===== src/hw/rtl/bbmp_pkg.sv =====
// shared widths, limits and control types for the block partition engine
package bbmp_pkg;

   localparam int WEIGHT_W  = 16;
   localparam int IDX_W     = 20;
   localparam int COST_W    = 32;
   localparam int LEN_OUT_W = 5;
   localparam int CFG_W     = 5;

   localparam logic [IDX_W-1:0]  IDX_MAX   = 20'hFFFFF;
   localparam logic [COST_W-1:0] COST_MAX  = 32'hFFFF_FFFF;
   localparam logic [CFG_W-1:0]  CFG_RESET = 5'd4;

   typedef struct packed {
      logic clear;
      logic valid;
      logic take_first;
      logic cost_zero;
   } eval_ctl_type;

endpackage


===== src/hw/rtl/bbmp_ifs.sv =====
// valid/ready channel interfaces for request, response and csr words
interface bbmp_req_if;
   logic                          valid;
   logic                          ready;
   logic [bbmp_pkg::WEIGHT_W-1:0] weight;
   logic                          first_item;

   modport source (output valid, weight, first_item, input ready);
   modport sink   (input valid, weight, first_item, output ready);
endinterface

interface bbmp_rsp_if;
   logic                           valid;
   logic                           ready;
   logic [bbmp_pkg::IDX_W-1:0]     item_index;
   logic [bbmp_pkg::COST_W-1:0]    best_cost;
   logic [bbmp_pkg::IDX_W-1:0]     last_block_start;
   logic [bbmp_pkg::LEN_OUT_W-1:0] last_block_len;
   logic                           saturated;

   modport source (output valid, item_index, best_cost, last_block_start, last_block_len,
                   saturated, input ready);
   modport sink   (input valid, item_index, best_cost, last_block_start, last_block_len,
                   saturated, output ready);
endinterface

interface bbmp_csr_if;
   logic                       valid;
   logic                       ready;
   logic [bbmp_pkg::CFG_W-1:0] data;

   modport source (output valid, data, input ready);
   modport sink   (input valid, data, output ready);
endinterface


===== src/hw/rtl/bbmp_ram.sv =====
// generic single-write, single-read ram with registered read data
module bbmp_ram #(
   parameter int WIDTH = 16,
   parameter int DEPTH = 16
) (
   input  logic                                   clock,
   input  logic                                   wr_en,
   input  logic [(DEPTH > 1 ? $clog2(DEPTH) : 1)-1:0] wr_addr,
   input  logic [WIDTH-1:0]                       wr_data,
   input  logic                                   rd_en,
   input  logic [(DEPTH > 1 ? $clog2(DEPTH) : 1)-1:0] rd_addr,
   output logic [WIDTH-1:0]                       rd_data
);

   logic [WIDTH-1:0] mem_ff [DEPTH];
   logic [WIDTH-1:0] rd_data_ff;

   always_ff @(posedge clock) begin
      if (wr_en) begin
         mem_ff[wr_addr] <= wr_data;
      end
      if (rd_en) begin
         rd_data_ff <= mem_ff[rd_addr];
      end
   end

   assign rd_data = rd_data_ff;

endmodule


===== src/hw/rtl/bbmp_eval.sv =====
// candidate evaluation: running block maximum, saturating sum and best choice
module bbmp_eval #(
   parameter int WS = 16,
   parameter int LW = 5
) (
   input  logic                          clock,
   input  bbmp_pkg::eval_ctl_type        ctl,
   input  logic [LW-1:0]                 cand_len,
   input  logic [WS-1:0]                 weight_rd,
   input  logic [bbmp_pkg::COST_W-1:0]   cost_rd,
   output logic [bbmp_pkg::COST_W-1:0]   best,
   output logic [LW-1:0]                 best_len
);

   logic [WS-1:0]                mx_ff;
   logic [WS-1:0]                mx_in;
   logic [bbmp_pkg::COST_W-1:0]  best_ff;
   logic [LW-1:0]                best_len_ff;
   logic [bbmp_pkg::COST_W-1:0]  base;
   logic [bbmp_pkg::COST_W:0]    sum;
   logic [bbmp_pkg::COST_W-1:0]  cand;
   logic                         take;

   always_comb begin
      mx_in = (weight_rd > mx_ff) ? weight_rd : mx_ff;
      base  = ctl.cost_zero ? '0 : cost_rd;
      sum   = {1'b0, base} + (bbmp_pkg::COST_W + 1)'(mx_in);
      cand  = sum[bbmp_pkg::COST_W] ? bbmp_pkg::COST_MAX : sum[bbmp_pkg::COST_W-1:0];
      take  = ctl.take_first || (cand < best_ff);
   end

   always_ff @(posedge clock) begin
      if (ctl.clear) begin
         mx_ff <= '0;
      end else if (ctl.valid) begin
         mx_ff <= mx_in;
         if (take) begin
            best_ff     <= cand;
            best_len_ff <= cand_len;
         end
      end
   end

   assign best     = best_ff;
   assign best_len = best_len_ff;

endmodule


===== src/hw/rtl/bounded_block_max_partition_dp.sv =====
// top level: bounded-length block partition with minimum sum of block maxima
//
// Each request word carries one item weight; one response word per item gives the
// least total of block maxima so far and the final block of that optimum. The last
// MAX_BLOCK weights and optimal costs sit in two circular rams. Each item is taken
// in steps: accept it and write the weight, then run candidate lengths from one to
// avail, the smaller of the clamped max_block_len and the item's index in its
// sequence, through the ram read ports and the shared add/compare unit, drain the
// last one, and write the cost back and load the response register. A finished
// response waits in its own register, so the next item is taken while it is still
// pending.
module bounded_block_max_partition_dp #(
   parameter int MAX_BLOCK   = 16,
   parameter int WEIGHT_BITS = 16
) (
   input logic         clock,
   input logic         reset,
   bbmp_req_if.sink    req_ch,
   bbmp_rsp_if.source  rsp_ch,
   bbmp_csr_if.sink    csr_ch
);

   localparam int WS = (WEIGHT_BITS < bbmp_pkg::WEIGHT_W) ? WEIGHT_BITS : bbmp_pkg::WEIGHT_W;
   localparam int AW = (MAX_BLOCK > 1) ? $clog2(MAX_BLOCK) : 1;
   localparam int LW = $clog2(MAX_BLOCK + 2);
   localparam int IW = bbmp_pkg::IDX_W;
   localparam int CW = bbmp_pkg::COST_W;
   localparam logic [AW-1:0] LAST_SLOT = AW'(MAX_BLOCK - 1);

   localparam logic [1:0] ST_IDLE = 2'd0;
   localparam logic [1:0] ST_RUN  = 2'd1;
   localparam logic [1:0] ST_FIN  = 2'd2;

   function automatic logic [AW-1:0] slot_inc(input logic [AW-1:0] p);
      return (p == LAST_SLOT) ? '0 : p + 1'b1;
   endfunction

   function automatic logic [AW-1:0] slot_dec(input logic [AW-1:0] p);
      return (p == '0) ? LAST_SLOT : p - 1'b1;
   endfunction

   logic [1:0]                        state_ff, state_in;
   logic [bbmp_pkg::CFG_W-1:0]        cfg_ff;
   logic [IW-1:0]                     idx_ff, idx_in;
   logic                              sat_ff, sat_in;
   logic [AW-1:0]                     head_ff, head_in;
   logic [AW-1:0]                     wptr_ff, wptr_in;
   logic [AW-1:0]                     cptr_ff, cptr_in;
   logic [LW-1:0]                     iss_len_ff, iss_len_in;
   logic [LW-1:0]                     avail_ff, avail_in;
   logic                              proc_valid_ff, proc_valid_in;
   logic [LW-1:0]                     proc_len_ff;
   logic                              rsp_valid_ff, rsp_valid_in;
   logic [IW-1:0]                     out_idx_ff;
   logic [CW-1:0]                     out_cost_ff;
   logic [IW-1:0]                     out_start_ff;
   logic [bbmp_pkg::LEN_OUT_W-1:0]    out_len_ff;
   logic                              out_sat_ff;

   logic                              req_fire;
   logic                              issue;
   logic                              out_load;
   logic [LW-1:0]                     k_len;
   logic [WS-1:0]                     weight_rd;
   logic [CW-1:0]                     cost_rd;
   logic [CW-1:0]                     best;
   logic [LW-1:0]                     best_len;
   bbmp_pkg::eval_ctl_type            eval_ctl;

   assign req_fire     = req_ch.valid && req_ch.ready;
   assign req_ch.ready = (state_ff == ST_IDLE);
   assign csr_ch.ready = 1'b1;
   assign issue        = (state_ff == ST_RUN) && (iss_len_ff <= avail_ff);
   assign out_load     = (state_ff == ST_FIN) && (!rsp_valid_ff || rsp_ch.ready);

   always_comb begin
      if (cfg_ff == '0) begin
         k_len = LW'(1);
      end else if (int'(cfg_ff) > MAX_BLOCK) begin
         k_len = LW'(MAX_BLOCK);
      end else begin
         k_len = LW'(cfg_ff);
      end
   end

   always_comb begin
      state_in      = state_ff;
      idx_in        = idx_ff;
      sat_in        = sat_ff;
      head_in       = head_ff;
      wptr_in       = wptr_ff;
      cptr_in       = cptr_ff;
      iss_len_in    = iss_len_ff;
      avail_in      = avail_ff;
      proc_valid_in = issue;
      rsp_valid_in  = rsp_valid_ff && !rsp_ch.ready;
      unique case (state_ff)
         ST_IDLE: begin
            if (req_fire) begin
               if (req_ch.first_item) begin
                  idx_in = IW'(1);
                  sat_in = 1'b0;
               end else if (idx_ff != bbmp_pkg::IDX_MAX) begin
                  idx_in = idx_ff + 1'b1;
               end
               head_in    = slot_inc(head_ff);
               wptr_in    = slot_inc(head_ff);
               cptr_in    = head_ff;
               iss_len_in = LW'(1);
               avail_in   = (IW'(k_len) > idx_in) ? idx_in[LW-1:0] : k_len;
               state_in   = ST_RUN;
            end
         end
         ST_RUN: begin
            if (issue) begin
               iss_len_in = iss_len_ff + 1'b1;
               wptr_in    = slot_dec(wptr_ff);
               cptr_in    = slot_dec(cptr_ff);
            end else begin
               state_in = ST_FIN;
            end
         end
         ST_FIN: begin
            if (out_load) begin
               sat_in       = sat_ff || (best == bbmp_pkg::COST_MAX)
                              || (idx_ff == bbmp_pkg::IDX_MAX);
               rsp_valid_in = 1'b1;
               state_in     = ST_IDLE;
            end
         end
         default: begin
            state_in = ST_IDLE;
         end
      endcase
   end

   always_ff @(posedge clock) begin
      if (reset) begin
         state_ff      <= ST_IDLE;
         cfg_ff        <= bbmp_pkg::CFG_RESET;
         idx_ff        <= '0;
         sat_ff        <= 1'b0;
         head_ff       <= '0;
         proc_valid_ff <= 1'b0;
         rsp_valid_ff  <= 1'b0;
      end else begin
         state_ff      <= state_in;
         idx_ff        <= idx_in;
         sat_ff        <= sat_in;
         head_ff       <= head_in;
         proc_valid_ff <= proc_valid_in;
         rsp_valid_ff  <= rsp_valid_in;
         if (csr_ch.valid && csr_ch.ready) begin
            cfg_ff <= csr_ch.data;
         end
      end
   end

   always_ff @(posedge clock) begin
      wptr_ff     <= wptr_in;
      cptr_ff     <= cptr_in;
      iss_len_ff  <= iss_len_in;
      avail_ff    <= avail_in;
      proc_len_ff <= iss_len_ff;
      if (out_load) begin
         out_idx_ff   <= idx_ff;
         out_cost_ff  <= best;
         out_start_ff <= idx_ff - IW'(best_len) + IW'(1);
         out_len_ff   <= bbmp_pkg::LEN_OUT_W'(best_len);
         out_sat_ff   <= sat_in;
      end
   end

   bbmp_ram #(.WIDTH(WS), .DEPTH(MAX_BLOCK)) u_weight_ram (
      .clock   (clock),
      .wr_en   (req_fire),
      .wr_addr (slot_inc(head_ff)),
      .wr_data (req_ch.weight[WS-1:0]),
      .rd_en   (issue),
      .rd_addr (wptr_ff),
      .rd_data (weight_rd)
   );

   bbmp_ram #(.WIDTH(CW), .DEPTH(MAX_BLOCK)) u_cost_ram (
      .clock   (clock),
      .wr_en   (out_load),
      .wr_addr (head_ff),
      .wr_data (best),
      .rd_en   (issue),
      .rd_addr (cptr_ff),
      .rd_data (cost_rd)
   );

   always_comb begin
      eval_ctl.clear      = req_fire;
      eval_ctl.valid      = proc_valid_ff;
      eval_ctl.take_first = (proc_len_ff == LW'(1));
      eval_ctl.cost_zero  = (idx_ff == IW'(proc_len_ff));
   end

   bbmp_eval #(.WS(WS), .LW(LW)) u_eval (
      .clock     (clock),
      .ctl       (eval_ctl),
      .cand_len  (proc_len_ff),
      .weight_rd (weight_rd),
      .cost_rd   (cost_rd),
      .best      (best),
      .best_len  (best_len)
   );

   assign rsp_ch.valid            = rsp_valid_ff;
   assign rsp_ch.item_index       = out_idx_ff;
   assign rsp_ch.best_cost        = out_cost_ff;
   assign rsp_ch.last_block_start = out_start_ff;
   assign rsp_ch.last_block_len   = out_len_ff;
   assign rsp_ch.saturated        = out_sat_ff;

endmodule


===== src/flat_wrapper.sv =====
// flat-port wrapper written by rule: the top's interface ports become plain ports
module bounded_block_max_partition_dp_flat 
#(
   parameter int MAX_BLOCK   = 16,
   parameter int WEIGHT_BITS = 16
)
  (clock, reset, req_ch_valid, req_ch_weight, req_ch_first_item, req_ch_ready, rsp_ch_valid, rsp_ch_item_index, rsp_ch_best_cost, rsp_ch_last_block_start, rsp_ch_last_block_len, rsp_ch_saturated, rsp_ch_ready, csr_ch_valid, csr_ch_data, csr_ch_ready);
  bbmp_req_if req_ch_i ();
  bbmp_rsp_if rsp_ch_i ();
  bbmp_csr_if csr_ch_i ();
  input logic clock;
  input logic reset;
  input wire logic [$bits(req_ch_i.valid)-1:0] req_ch_valid;
  input wire logic [$bits(req_ch_i.weight)-1:0] req_ch_weight;
  input wire logic [$bits(req_ch_i.first_item)-1:0] req_ch_first_item;
  output wire logic [$bits(req_ch_i.ready)-1:0] req_ch_ready;
  output wire logic [$bits(rsp_ch_i.valid)-1:0] rsp_ch_valid;
  output wire logic [$bits(rsp_ch_i.item_index)-1:0] rsp_ch_item_index;
  output wire logic [$bits(rsp_ch_i.best_cost)-1:0] rsp_ch_best_cost;
  output wire logic [$bits(rsp_ch_i.last_block_start)-1:0] rsp_ch_last_block_start;
  output wire logic [$bits(rsp_ch_i.last_block_len)-1:0] rsp_ch_last_block_len;
  output wire logic [$bits(rsp_ch_i.saturated)-1:0] rsp_ch_saturated;
  input wire logic [$bits(rsp_ch_i.ready)-1:0] rsp_ch_ready;
  input wire logic [$bits(csr_ch_i.valid)-1:0] csr_ch_valid;
  input wire logic [$bits(csr_ch_i.data)-1:0] csr_ch_data;
  output wire logic [$bits(csr_ch_i.ready)-1:0] csr_ch_ready;
  assign req_ch_i.valid = req_ch_valid;
  assign req_ch_i.weight = req_ch_weight;
  assign req_ch_i.first_item = req_ch_first_item;
  assign req_ch_ready = req_ch_i.ready;
  assign rsp_ch_valid = rsp_ch_i.valid;
  assign rsp_ch_item_index = rsp_ch_i.item_index;
  assign rsp_ch_best_cost = rsp_ch_i.best_cost;
  assign rsp_ch_last_block_start = rsp_ch_i.last_block_start;
  assign rsp_ch_last_block_len = rsp_ch_i.last_block_len;
  assign rsp_ch_saturated = rsp_ch_i.saturated;
  assign rsp_ch_i.ready = rsp_ch_ready;
  assign csr_ch_i.valid = csr_ch_valid;
  assign csr_ch_i.data = csr_ch_data;
  assign csr_ch_ready = csr_ch_i.ready;
  bounded_block_max_partition_dp #(.MAX_BLOCK(MAX_BLOCK), .WEIGHT_BITS(WEIGHT_BITS)) u_core (.clock(clock), .reset(reset), .req_ch(req_ch_i), .rsp_ch(rsp_ch_i), .csr_ch(csr_ch_i));
endmodule

===== config.mk =====
export PLATFORM = sky130hd
export DESIGN_NAME = bounded_block_max_partition_dp_flat
export DESIGN_NICKNAME = d
export VERILOG_FILES = /design/src/hw/rtl/bbmp_pkg.sv /design/src/hw/rtl/bbmp_ifs.sv /design/src/hw/rtl/bbmp_ram.sv /design/src/hw/rtl/bbmp_eval.sv /design/src/hw/rtl/bounded_block_max_partition_dp.sv /design/src/flat_wrapper.sv
export SDC_FILE = /design/constraint.sdc
export NUM_CORES = 1
export LEC_CHECK = 0
export ABC_AREA = 1
export BUFFER_PORTS_ARGS = -buffer_cell sky130_fd_sc_hd__buf_2
export CAP_MARGIN = 40
export CELL_PAD_IN_SITES_DETAIL_PLACEMENT = 1
export CELL_PAD_IN_SITES_GLOBAL_PLACEMENT = 2
export CORE_MARGIN = 1
export CORE_UTILIZATION = 40
export DETAILED_ROUTE_END_ITERATION = 10
export GPL_ROUTABILITY_DRIVEN = 0
export PLACE_DENSITY = 0.88
export SLEW_MARGIN = 20
export SYNTH_ARGS = -nofsm -noshare
export SYNTH_HDL_FRONTEND = slang
export SYNTH_SLANG_ARGS = --single-unit

===== constraint.sdc =====
create_clock -name clock -period 7.7 [get_ports clock]
set_clock_uncertainty 0.05 [all_clocks]
set_input_delay 0 -clock clock [delete_from_list [all_inputs] [get_ports clock]]
set_output_delay 0 -clock clock [all_outputs]
set_load 0.03 [all_outputs]

==> Yosys cells after proc, flatten, opt, wreduce, memory -nomap -nowiden <==
Memories as Yosys holds them, arrays and structs flattened. A register that Yosys moved wholly into a read port is not among the register bits.
Cells that the tools add are included.
{ "totals": {"reg_bits": 188, "latchBits": 0, "ramBits": 768, "rom_bits": 0, "in_bits": 27, "output_inout_bits": 81, "n_memories": 2} }
{ "memory_table": {"columns": ["memory", "depth", "width", "read_ports", "rd_ports_with_merged_regs", "write_ports", "line", "text"], "rows": [
  ["u_core.u_cost_ram.mem_ff", 16, 32, 1, 1, 1, "bbmp_ram.sv:15", "logic [WIDTH-1:0] mem_ff [DEPTH];"],
  ["u_core.u_weight_ram.mem_ff", 16, 16, 1, 1, 1, "bbmp_ram.sv:15", null]
]} }
{ "classes": {"addsub": 8, "n_mul": 0, "n_div": 0, "n_lt_le_gt_ge": 5, "eq_ne": 12, "n_shift": 0, "mux": 36, "bitwise_logic": 1, "n_reduce_logical": 19} }
{ "op_table": {"columns": ["operator", "n"], "rows": [
  ["20-bit 2-to-1 mux", 4],
  ["32-bit 2-to-1 mux", 2],
  ["20-bit by 1-bit adder with 20-bit output (second input constant)", 2],
  ["32-bit by 16-bit adder with 33-bit output", 1],
  ["32-bit equality test (second input constant)", 1],
  ["32-bit < comparator", 1],
  ["4-bit 2-to-1 mux", 7],
  ["5-bit 2-to-1 mux", 5],
  ["20-bit equality test (second input constant)", 1],
  ["20-bit by 5-bit equality test with 1-bit output", 1],
  ["5-bit by 20-bit greater-than comparator with 1-bit output", 1],
  ["20-bit inequality test (second input constant)", 1],
  ["20-bit by 5-bit subtractor with 20-bit output", 1],
  ["16-bit greater-than comparator", 1],
  ["16-bit 2-to-1 mux", 1],
  ["4-bit case mux with 2 select lines", 2],
  ["5-bit case mux with 2 select lines", 1],
  ["1-bit 2-to-1 mux", 9],
  ["3-bit AND reduction", 3],
  ["4-bit zero test", 2],
  ["4-bit by 1-bit subtractor with 4-bit output (second input constant)", 2],
  ["2-bit 2-to-1 mux", 3],
  ["2-bit case mux with 3 select lines", 1],
  ["5-bit by 1-bit adder with 5-bit output (second input constant)", 1],
  ["18 further kinds", 27]
]} }

==> Depth between registers and ports, before layout <==
Gate-level depths: netlist of the first run.
{ "depth": {"depth_word": 7, "ltp_mapped": 41, "ltp_nobuf": 40} }

==> By module <==
A second synthesis of the first run with hierarchy kept.
{ "unflattened": {"hier_cells": 4597, "hier_area_um2": 46408.3} }
{ "by_module_without_submodules": {"columns": ["mod", "instances", "cells_each", "area_each_um2", "seq_area_each_um2"], "rows": [
  ["bbmp_ram (u_core.u_cost_ram)", 1, 2120, 23050.9, 16335.7],
  ["bbmp_ram (u_core.u_weight_ram)", 1, 1074, 11541.1, 8167.8],
  ["bounded_block_max_partition_dp", 1, 742, 7084.3, 3663.5],
  ["bbmp_eval", 1, 661, 4732.0, 1431.4]
]} }

==> Least setup slack after synthesis of the first run <==
OpenSTA, ideal clock, no wires.
{ "synth_path": {"path_type": "register to register", "from": "register u_core.state_ff[1]", "to": "memory u_core.u_cost_ram.mem_ff[3][0] (netlist bit) (enable)", "setup_time_ps": 461, "arrival_time_ps": 6785, "path_slack_ps": 404, "path_stages_with_launch": 7, "n_path_buf": 0, "synth_period_minus_slack_ps": 7296, "cell_sequence": "dfxtp_1 inv_1 nor2_1 inv_1 nor2_1 inv_1 nor3_1"} }
{ "synth_between": {"elab_chain_len": 4} }
{ "synth_rtl": {"columns": ["element", "line", "text"], "rows": [
  ["start: declaration", "bounded_block_max_partition_dp.sv:42", "logic [1:0] state_ff, state_in;"],
  ["start signal: assignment", "bounded_block_max_partition_dp.sv:147", "state_ff <= state_in;"],
  ["2-bit equality test", "bounded_block_max_partition_dp.sv:74", "assign out_load = (state_ff == ST_FIN) && (!rsp_valid_ff || rsp_ch.ready);"],
  ["1-bit logical AND", "bounded_block_max_partition_dp.sv:74", null],
  ["net u_core.out_load", "bounded_block_max_partition_dp.sv:62", "logic out_load;"],
  ["1-bit 2-to-1 mux", "bbmp_ram.sv:19", "if (wr_en) begin"],
  ["1-bit 2-to-1 mux (not written as such)", "bbmp_ram.sv:20", "mem_ff[wr_addr] <= wr_data;"],
  ["end: declaration", "bbmp_ram.sv:15", null]
]} }
The timed path passes the listed nets, and every way through them passes these cells.

==> Worst setup path after layout of the first run <==
{ "layout_path": {"from": "register u_core.u_weight_ram.rd_data_ff[1], in the netlist u_core.u_weight_ram.rd_data[1] (read register of u_core.u_weight_ram.mem_ff)", "to": "register u_core.u_eval.best_ff (netlist bit u_core.u_eval.best[20]) (enable)"} }
{ "layout_between": {"elab_chain_len": 7} }
{ "layout_rtl": {"columns": ["element", "line", "text"], "rows": [
  ["start: declaration", "bbmp_ram.sv:16", "logic [WIDTH-1:0] rd_data_ff;"],
  ["16-bit greater-than comparator", "bbmp_eval.sv:25", "mx_in = (weight_rd > mx_ff) ? weight_rd : mx_ff;"],
  ["16-bit 2-to-1 mux", "bbmp_eval.sv:25", null],
  ["net u_core.u_eval.mx_in[0]", "bbmp_eval.sv:16", "logic [WS-1:0] mx_in;"],
  ["32-bit by 16-bit adder with 33-bit output", "bbmp_eval.sv:27", "sum = {1'b0, base} + (bbmp_pkg::COST_W + 1)'(mx_in);"],
  ["32-bit 2-to-1 mux", "bbmp_eval.sv:28", "cand = sum[bbmp_pkg::COST_W] ? bbmp_pkg::COST_MAX : sum[bbmp_pkg::COST_W-1:0];"],
  ["net u_core.u_eval.cand (one bit)", "bbmp_eval.sv:21", "logic [bbmp_pkg::COST_W-1:0] cand;"],
  ["32-bit < comparator", "bbmp_eval.sv:29", "take = ctl.take_first || (cand < best_ff);"],
  ["1-bit logical OR", "bbmp_eval.sv:29", null],
  ["3-bit AND reduction (no line)", null, null],
  ["end signal: assignment", "bbmp_eval.sv:38", "best_ff <= cand;"],
  ["end: declaration", "bbmp_eval.sv:17", "logic [bbmp_pkg::COST_W-1:0] best_ff;"]
]} }
The timed path passes the listed nets, and every way through them passes these cells.
A chain may end at the register's enable or synchronous reset.

==> results of run 1 <==
Yosys cell counts (4+ instances only):
cell,n,share of area
a211oi_1,8,0.0014
a21boi_0,4,0.00071
a21o_1,8,0.0014
a21oi_1,123,0.015
a31oi_1,5,0.00074
buf_1,10,0.00089
clkbuf_1,169,0.015
dfxtp_1,55,0.026
edfxtp_1,949,0.67
ha_1,127,0.037
inv_1,229,0.020
inv_2,5,0.00044
nand2_1,232,0.021
nand2_2,5,0.00074
nand3_1,104,0.012
nand3_2,4,0.00094
nand3b_1,5,0.00089
nand4_1,17,0.0025
nor2_1,527,0.047
nor2_2,6,0.00089
nor3_1,14,0.0017
nor4_1,14,0.0021
o211ai_1,52,0.0092
o21ai_0,467,0.055
o21ai_1,7,0.00083
o21ai_2,6,0.0012
o21bai_1,5,0.00089
o221ai_1,144,0.030
o22ai_1,50,0.0074
or2_2,11,0.0016
xnor2_1,8,0.0017
xor2_1,26,0.0054
power groups by stage:
stage               clock network [mW]  registers (mW)  logic, mW
floorplan                            0            6.53       2.11
global placement                     0            6.52       3.05
detailed placement                   0            6.53       3.22
CTS                               5.27            6.42       3.27
global route                      5.44            6.44       3.65
finish                            5.21            6.42       3.30
registers in the layout (all words and copies together) (netlist names), 20 cells and up:
name and cells:
u_core.u_eval.best 32, u_core.rsp_ch.item_index 20, u_core.idx_ff 20, u_core.u_cost_ram.mem_ff 512, u_core.rsp_ch.best_cost 32, u_core.rsp_ch.last_block_start 20
u_core.u_weight_ram.mem_ff 256, u_core.u_cost_ram.rd_data 32
timing repair:
item / CTS / global route
hold buffers: 37 / 0
buffers inserted: 0 / 0
endpoints found under the setup margin: 0 / 0
endpoints found under the hold margin: 280 / 0
worst register-to-register path: cells and delay by family, from the launching register on:
kind	cells	cell delay [ps]
AO/OA/AOI/OAI	14	2540
adder cells (fa/ha/maj)	4	1320
buffers and inverters	2	490
flip-flops	1	410
AND/OR/NAND/NOR	14	1880
path summary, 6_finish.rpt:
path / endpoint / slack [ps] / depth (start not counted)
max reg2reg: u_core.u_eval.best[20] / 680 / 34
max: u_core.u_eval.best[20] / 680 / 34
min reg2reg: u_core.proc_len_ff[4] / 410 / 0
min: u_core.cfg_ff[2] / 80 / 3
cells by family after synthesis:
logic type,share of synthesized area
flip-flops,0.6980
AND/OR/NAND/NOR,0.09303
AO/OA/AOI/OAI,0.1249
buffers and inverters,0.03859
adder cells (fa/ha/maj),0.03842
XOR/XNOR,0.007022
other,0.00008843
final cells by class:
cell class | count | area [sq um]
fill | 10836 | 56550
clock buffer | 129 | 2801
antenna | 1 | 2.502
sequential | 1004 | 29600
tap | 1391 | 1740
inverter | 239 | 908.4
clock inverter | 62 | 709.4
timing repair buffer | 213 | 1602
multi-input combinational | 2001 | 11360
per-stage QoR:
step                      area, sq um  worst slack [ps]  utilization  hold slack, ps
after floorplan                 42410             403.5            -           48.87
after global placement          44590             935.5       0.4236           192.2
after detailed placement        44720             699.6       0.4248           194.3
after CTS                       48600             666.0       0.4617           19.42
after global routing            48720             71.12       0.4628           96.07
final                           48720             678.7       0.4628           77.58
layer usage:
layer / GRT usage / vias to the layer above / wire length (um)
li1: - / 12831 / -
met1: 0.2884 / 14535 / 51090
met2: 0.3865 / 878 / 60430
met3: 0.03382 / 245 / 6409
met4: 0.07690 / 8 / 3619
met5: 0 / - / 51
==> run_results.csv, run 1 <==
group,metric,value,unit
layout,area_growth,14.89,%
setup_path,critPathArrivalTime,7310,ps
sta,totalNegativeSetupSlack,0,ps
clock_tree,clk_latency,710,ps
power_and_ir_drop,power_density,306.5,nW/um^2
layout,final_common_cell,"edfxtp_1",
clock_tree,cts.path.max_buffers,3,
synth,synth.ff_latch_count,1004,
synth,yosysUniqueCellTypes,54,
sta,worst_pin_slew,854.3,ps
layout,fin_nets,3720,
power_and_ir_drop,power.switching,4.611,mW
setup_path,crit_family,"compound AO/OA/AOI/OAI gates",
power_and_ir_drop,peakVddDrop,0.0003801,V
synth,async_reset_ff_frac,0,
clock_tree,cts.clk_slew.worst_paths,60,ps
sta,finalMaxSlewViolations,0,
drt,ant_nets,0,
global_routing,grt_overflow_total,0,
drt,via_per_inst,5.654,
power_and_ir_drop,combinationalPowerShare,0.221,
clock_tree,htreeDepth,3,
sta,setup_viol,0,
sta,fin_crit_sh,0.9119,
synth,synth_nets,3586,
sta,timing.fmax,142.4,MHz
synth,syn_area,42410,sq um
layout,final_cell_count_no_fill,5040,
floorplan,start_util,0.4028,
floorplan,die_h,327.6,um
place,io_buffers,106,
floorplan,io_pins,108,
setup_path,end_kind,"register",
power_and_ir_drop,p_leak,17.03,nW
drt,drtPass1Iterations,6,
sta,rsz0062_at_grt,"no",
setup_path,r2r_start,"u_core.u_weight_ram.rd_data[1]",
layout,drive_above_1_share,0.1127,
synth,syn_inst,3430,
floorplan,die_x,327.6,um
power_and_ir_drop,power,14.93,mW
setup_path,worst_path_most_repeated_cell,"nand2_1",
drt,wl_per_cell,24.13,um
sta,period_minus_slack,7021,ps
power_and_ir_drop,clkPwrFrac,0.349,
min_path,holdCritStartpoint,"csr_ch_valid",
power_and_ir_drop,swShare,0.3088,
global_routing,grt_pass1_wl,182600,um
synth,synth_ff_type,"edfxtp_1",
setup_path,cp_slowest_cell,"nand2_2",
global_routing,grt_start_max_net_pins,187,
clock_tree,cts.sinks,1004,
floorplan,core-area,105300,sq um
clock_tree,cts_tree,"yes",
power_and_ir_drop,p_int,10.32,mW
sta,hold_violations,0,
place,dpl.cell_count,4806,
floorplan,fp-row-count,119,
drt,num_vias,28497,
setup_path,crit_fanout,33,
place,hpwl,69360,um
layout,final_cell_mix,"edfxtp_1, nor2_1, o21ai_0, nand2_1, inv_1",
synth,yosysSeqAreaShare,0.6980,
clock_tree,cts-root-buf,"clkbuf_16",
drt,drt_iter0_markers,2424,
synth,yosys_warnings,0,
clock_tree,cts_made_buffers,105,
min_path,worstHoldPathType,"input pin to register",
synth,avgSynthCellArea,12.36,sq um
flow_run,maxCapViolCount,0,
drt,totalWireLength,121600,um
global_routing,grt_pass1_vias,29806,
setup_path,setup.worst_path.start_class,"register",
setup_path,crit_start,"u_core.u_weight_ram.rd_data[1]",
clock_tree,cts_resized,0,
synth,synth_edf_count,949,
setup_path,path_class,"register to register",
setup_path,slowest_delay,500,ps
global_routing,antenna_found_initial,6,
drt,drc_errors,0,
sta,slew_headroom,0.4305,
setup_path,path_buf_inv,2,
power_and_ir_drop,p_seq_frac,0.430,
global_routing,grt_usage,0.2244,
setup_path,cp_data_required_time,7990,ps
status,outcome,"complete, no violations",
floorplan,dieArea,107300,sq um
Power figures use the tool's default switching activity.
==> run 2, diff against run 1 <==
--- a/config.mk
+++ b/config.mk
@@ -6,15 +6,15 @@
 export NUM_CORES = 1
 export LEC_CHECK = 0
 export ABC_AREA = 1
-export BUFFER_PORTS_ARGS = -buffer_cell sky130_fd_sc_hd__buf_2
 export CAP_MARGIN = 40
-export CELL_PAD_IN_SITES_DETAIL_PLACEMENT = 1
-export CELL_PAD_IN_SITES_GLOBAL_PLACEMENT = 2
+export CELL_PAD_IN_SITES_DETAIL_PLACEMENT = 0
+export CELL_PAD_IN_SITES_GLOBAL_PLACEMENT = 1
 export CORE_MARGIN = 1
-export CORE_UTILIZATION = 40
+export CORE_UTILIZATION = 47
 export DETAILED_ROUTE_END_ITERATION = 10
+export DONT_BUFFER_PORTS = 1
 export GPL_ROUTABILITY_DRIVEN = 0
-export PLACE_DENSITY = 0.88
+export PLACE_DENSITY = 0.87
 export SLEW_MARGIN = 20
 export SYNTH_ARGS = -nofsm -noshare
 export SYNTH_HDL_FRONTEND = slang
==> run 2 against run 1 <==
Net effect: wire length down 16%; first-iteration DRC count grew 37%; critical path depth did not move; combinational power shrank 8.5%; sequential share of layout area is 1.8 points higher; critical path type unchanged; worst hold slack lost 26 ps; largest cell class unchanged; fmax up 5.6%; setup slack gained 370 ps; final cell count down 6.9%; flip-flop and latch count did not move; via count fell by 4.9%.
==> run_results.csv, run 2 (same netlist as run 1, synthesis figures left out) <==
group,metric,value,unit
setup_path,setup.worst_path.start_class,"register",
floorplan,core-area,88920,sq um
drt,drt_iter0_markers,3325,
floorplan,io_pins,108,
setup_path,r2r_start,"u_core.u_weight_ram.rd_data[1]",
clock_tree,cts-root-buf,"clkbuf_16",
clock_tree,post_cts_buffers,0,
power_and_ir_drop,power_density,296.6,nW/um^2
layout,area_growth,11.56,%
floorplan,die_x,302.4,um
drt,via_per_inst,5.778,
global_routing,grt_pass1_wl,155700,um
sta,slew_headroom,0.4294,
min_path,worstHoldPathType,"input pin to register",
drt,num_vias,27100,
power_and_ir_drop,p_leak,16.31,nW
clock_tree,cts.path.max_buffers,3,
min_path,holdPathStages,3,
place,post_dp_cell_area,43900,sq um
sta,hold_ws,51.31,ps
setup_path,r2r_slack,1050,ps
sta,fin_crit_sh,0.8638,
floorplan,die_h,302.4,um
setup_path,timing.rr.end,"u_core.u_eval.best_len[4]",
flow_run,maxCapViolCount,0,
setup_path,crit_family,"compound AO/OA/AOI/OAI gates",
setup_path,reg2reg_depth,34,
floorplan,fp-row-count,109,
drt,wl_per_cell,21.84,um
clock_tree,cts.sinks,1004,
drt,drtPass1Iterations,8,
setup_path,worst_path_most_repeated_cell,"nand2_1",
sta,period_minus_slack,6651,ps
sta,totalNegativeSetupSlack,0,ps
setup_path,cp_slowest_cell,"nand2_2",
sta,timing.fmax,150.3,MHz
setup_path,path_class,"register to register",
power_and_ir_drop,peakVddDrop,0.0002542,V
drt,ant_nets,0,
global_routing,grt_overflow_total,0,
status,outcome,"complete, no violations",
drt,totalWireLength,102400,um
place,hpwl,58730,um
layout,largest_reg_flops,512,
floorplan,dieArea,91430,sq um
clock_tree,cts.clk_slew.worst_paths,60,ps
place,io_buffers,0,
layout,final_common_cell,"edfxtp_1",
setup_path,path_buf_inv,2,
setup_path,critPathArrivalTime,6930,ps
layout,fin_nets,3600,
layout,fill_cells,7240,
layout,top_register,"u_core.u_cost_ram.mem_ff",
global_routing,grt_pass1_vias,26154,
min_path,min_to,"u_core.cfg_ff[3]",
global_routing,grt_usage,0.2245,
clock_tree,clk_latency,680,ps
clock_tree,cts_tree,"yes",
drt,drc_errors,0,
setup_path,crit_start,"u_core.u_weight_ram.rd_data[1]",
layout,top_regs,"u_core.u_cost_ram.mem_ff: 512 flops, u_core.u_weight_ram.mem_ff: 256 flops",
setup_path,slowest_delay,450,ps
layout,utilization,0.5320,
clock_tree,cts_made_buffers,99,
global_routing,antenna_found_initial,5,
layout,final_area,47310,sq um
min_path,holdCritStartpoint,"csr_ch_data[3]",
power_and_ir_drop,power,14.03,mW
sta,setup_viol,0,
layout,drive_above_1_share,0.08002,
setup_path,end_kind,"register",
sta,finalMaxSlewViolations,0,
sta,rsz0062_at_grt,"no",
layout,final_cell_mix,"edfxtp_1, nor2_1, o21ai_0, nand2_1, inv_1",
setup_path,crit_fanout,33,
sta,hold_violations,0,
setup_path,cp_data_required_time,7980,ps
floorplan,start_util,0.4769,
sta,worst_pin_slew,855.9,ps
clock_tree,htreeDepth,3,
global_routing,grt_start_max_net_pins,152,
==> run 2: routing by layer <==
layer	vias to the layer above	GRT usage	part of all wire
met2	1138	0.3600	0.47
met3	190	0.03483	0.074
met5	-	0	0.00048
li1	12597	-	-
met1	13167	0.3166	0.43
met4	8	0.06820	0.025
==> run 2: layout make-up <==
class	count	area (sq um)	area share
repair buffers	99	952.2	0.02013
multi-input cells	2001	11370	0.2404
inverters	239	908.4	0.01920
clock buffers	129	2664	0.05631
diodes	1	2.502	0.00005289
clock inverters	52	355.3	0.007511
flip-flops and latches	1004	29600	0.6256
well taps	1165	1458	0.03081
==> run 2: tightest hold or removal path: stages <==
cell	delay (ps)
dlygate4sd3_1	530
o21ai_0	80
a21oi_1	110
==> run 2: power breakdown <==
part	leakage, nW	switching (mW)	internal [mW]	total, mW
Sequential	9.03	0.188	6.28	6.47
Clock	1.46	2.01	2.54	4.54
Combinational	5.81	2.06	0.966	3.02
==> run 2: worst max path at each step <==
stage | to | slack [ps] | depth (start not counted)
after global placement | u_core.u_eval.best_len[3] | 1090 | 34
after CTS | u_core.u_eval.best[2] | 1010 | 34
after global routing | u_core.u_eval.best_len[2] | 410 | 34
final | u_core.u_eval.best_len[4] | 1050 | 34
after floorplan | u_core.u_cost_ram.mem_ff[3][0] | 400 | 6
after detailed placement | u_core.u_eval.best_len[4] | 1050 | 34
==> run 2: what timing repair did <==
item | in CTS | in global routing
hold buffers | 29 | 0
hold endpoints to repair | 296 | 0
setup endpoints to repair | 0 | 0
resized for setup | 0 | 0
==> run 2: per-stage QoR <==
| stage | setup slack [ps] | std cells |
|---|---|---|
| final | 1049 | 4690 |
| after floorplan | 403.5 | 3430 |
| after global placement | 1094 | 4468 |
| after global routing | 405.5 | 4690 |
| after CTS | 1014 | 4683 |
| after detailed placement | 1053 | 4473 |
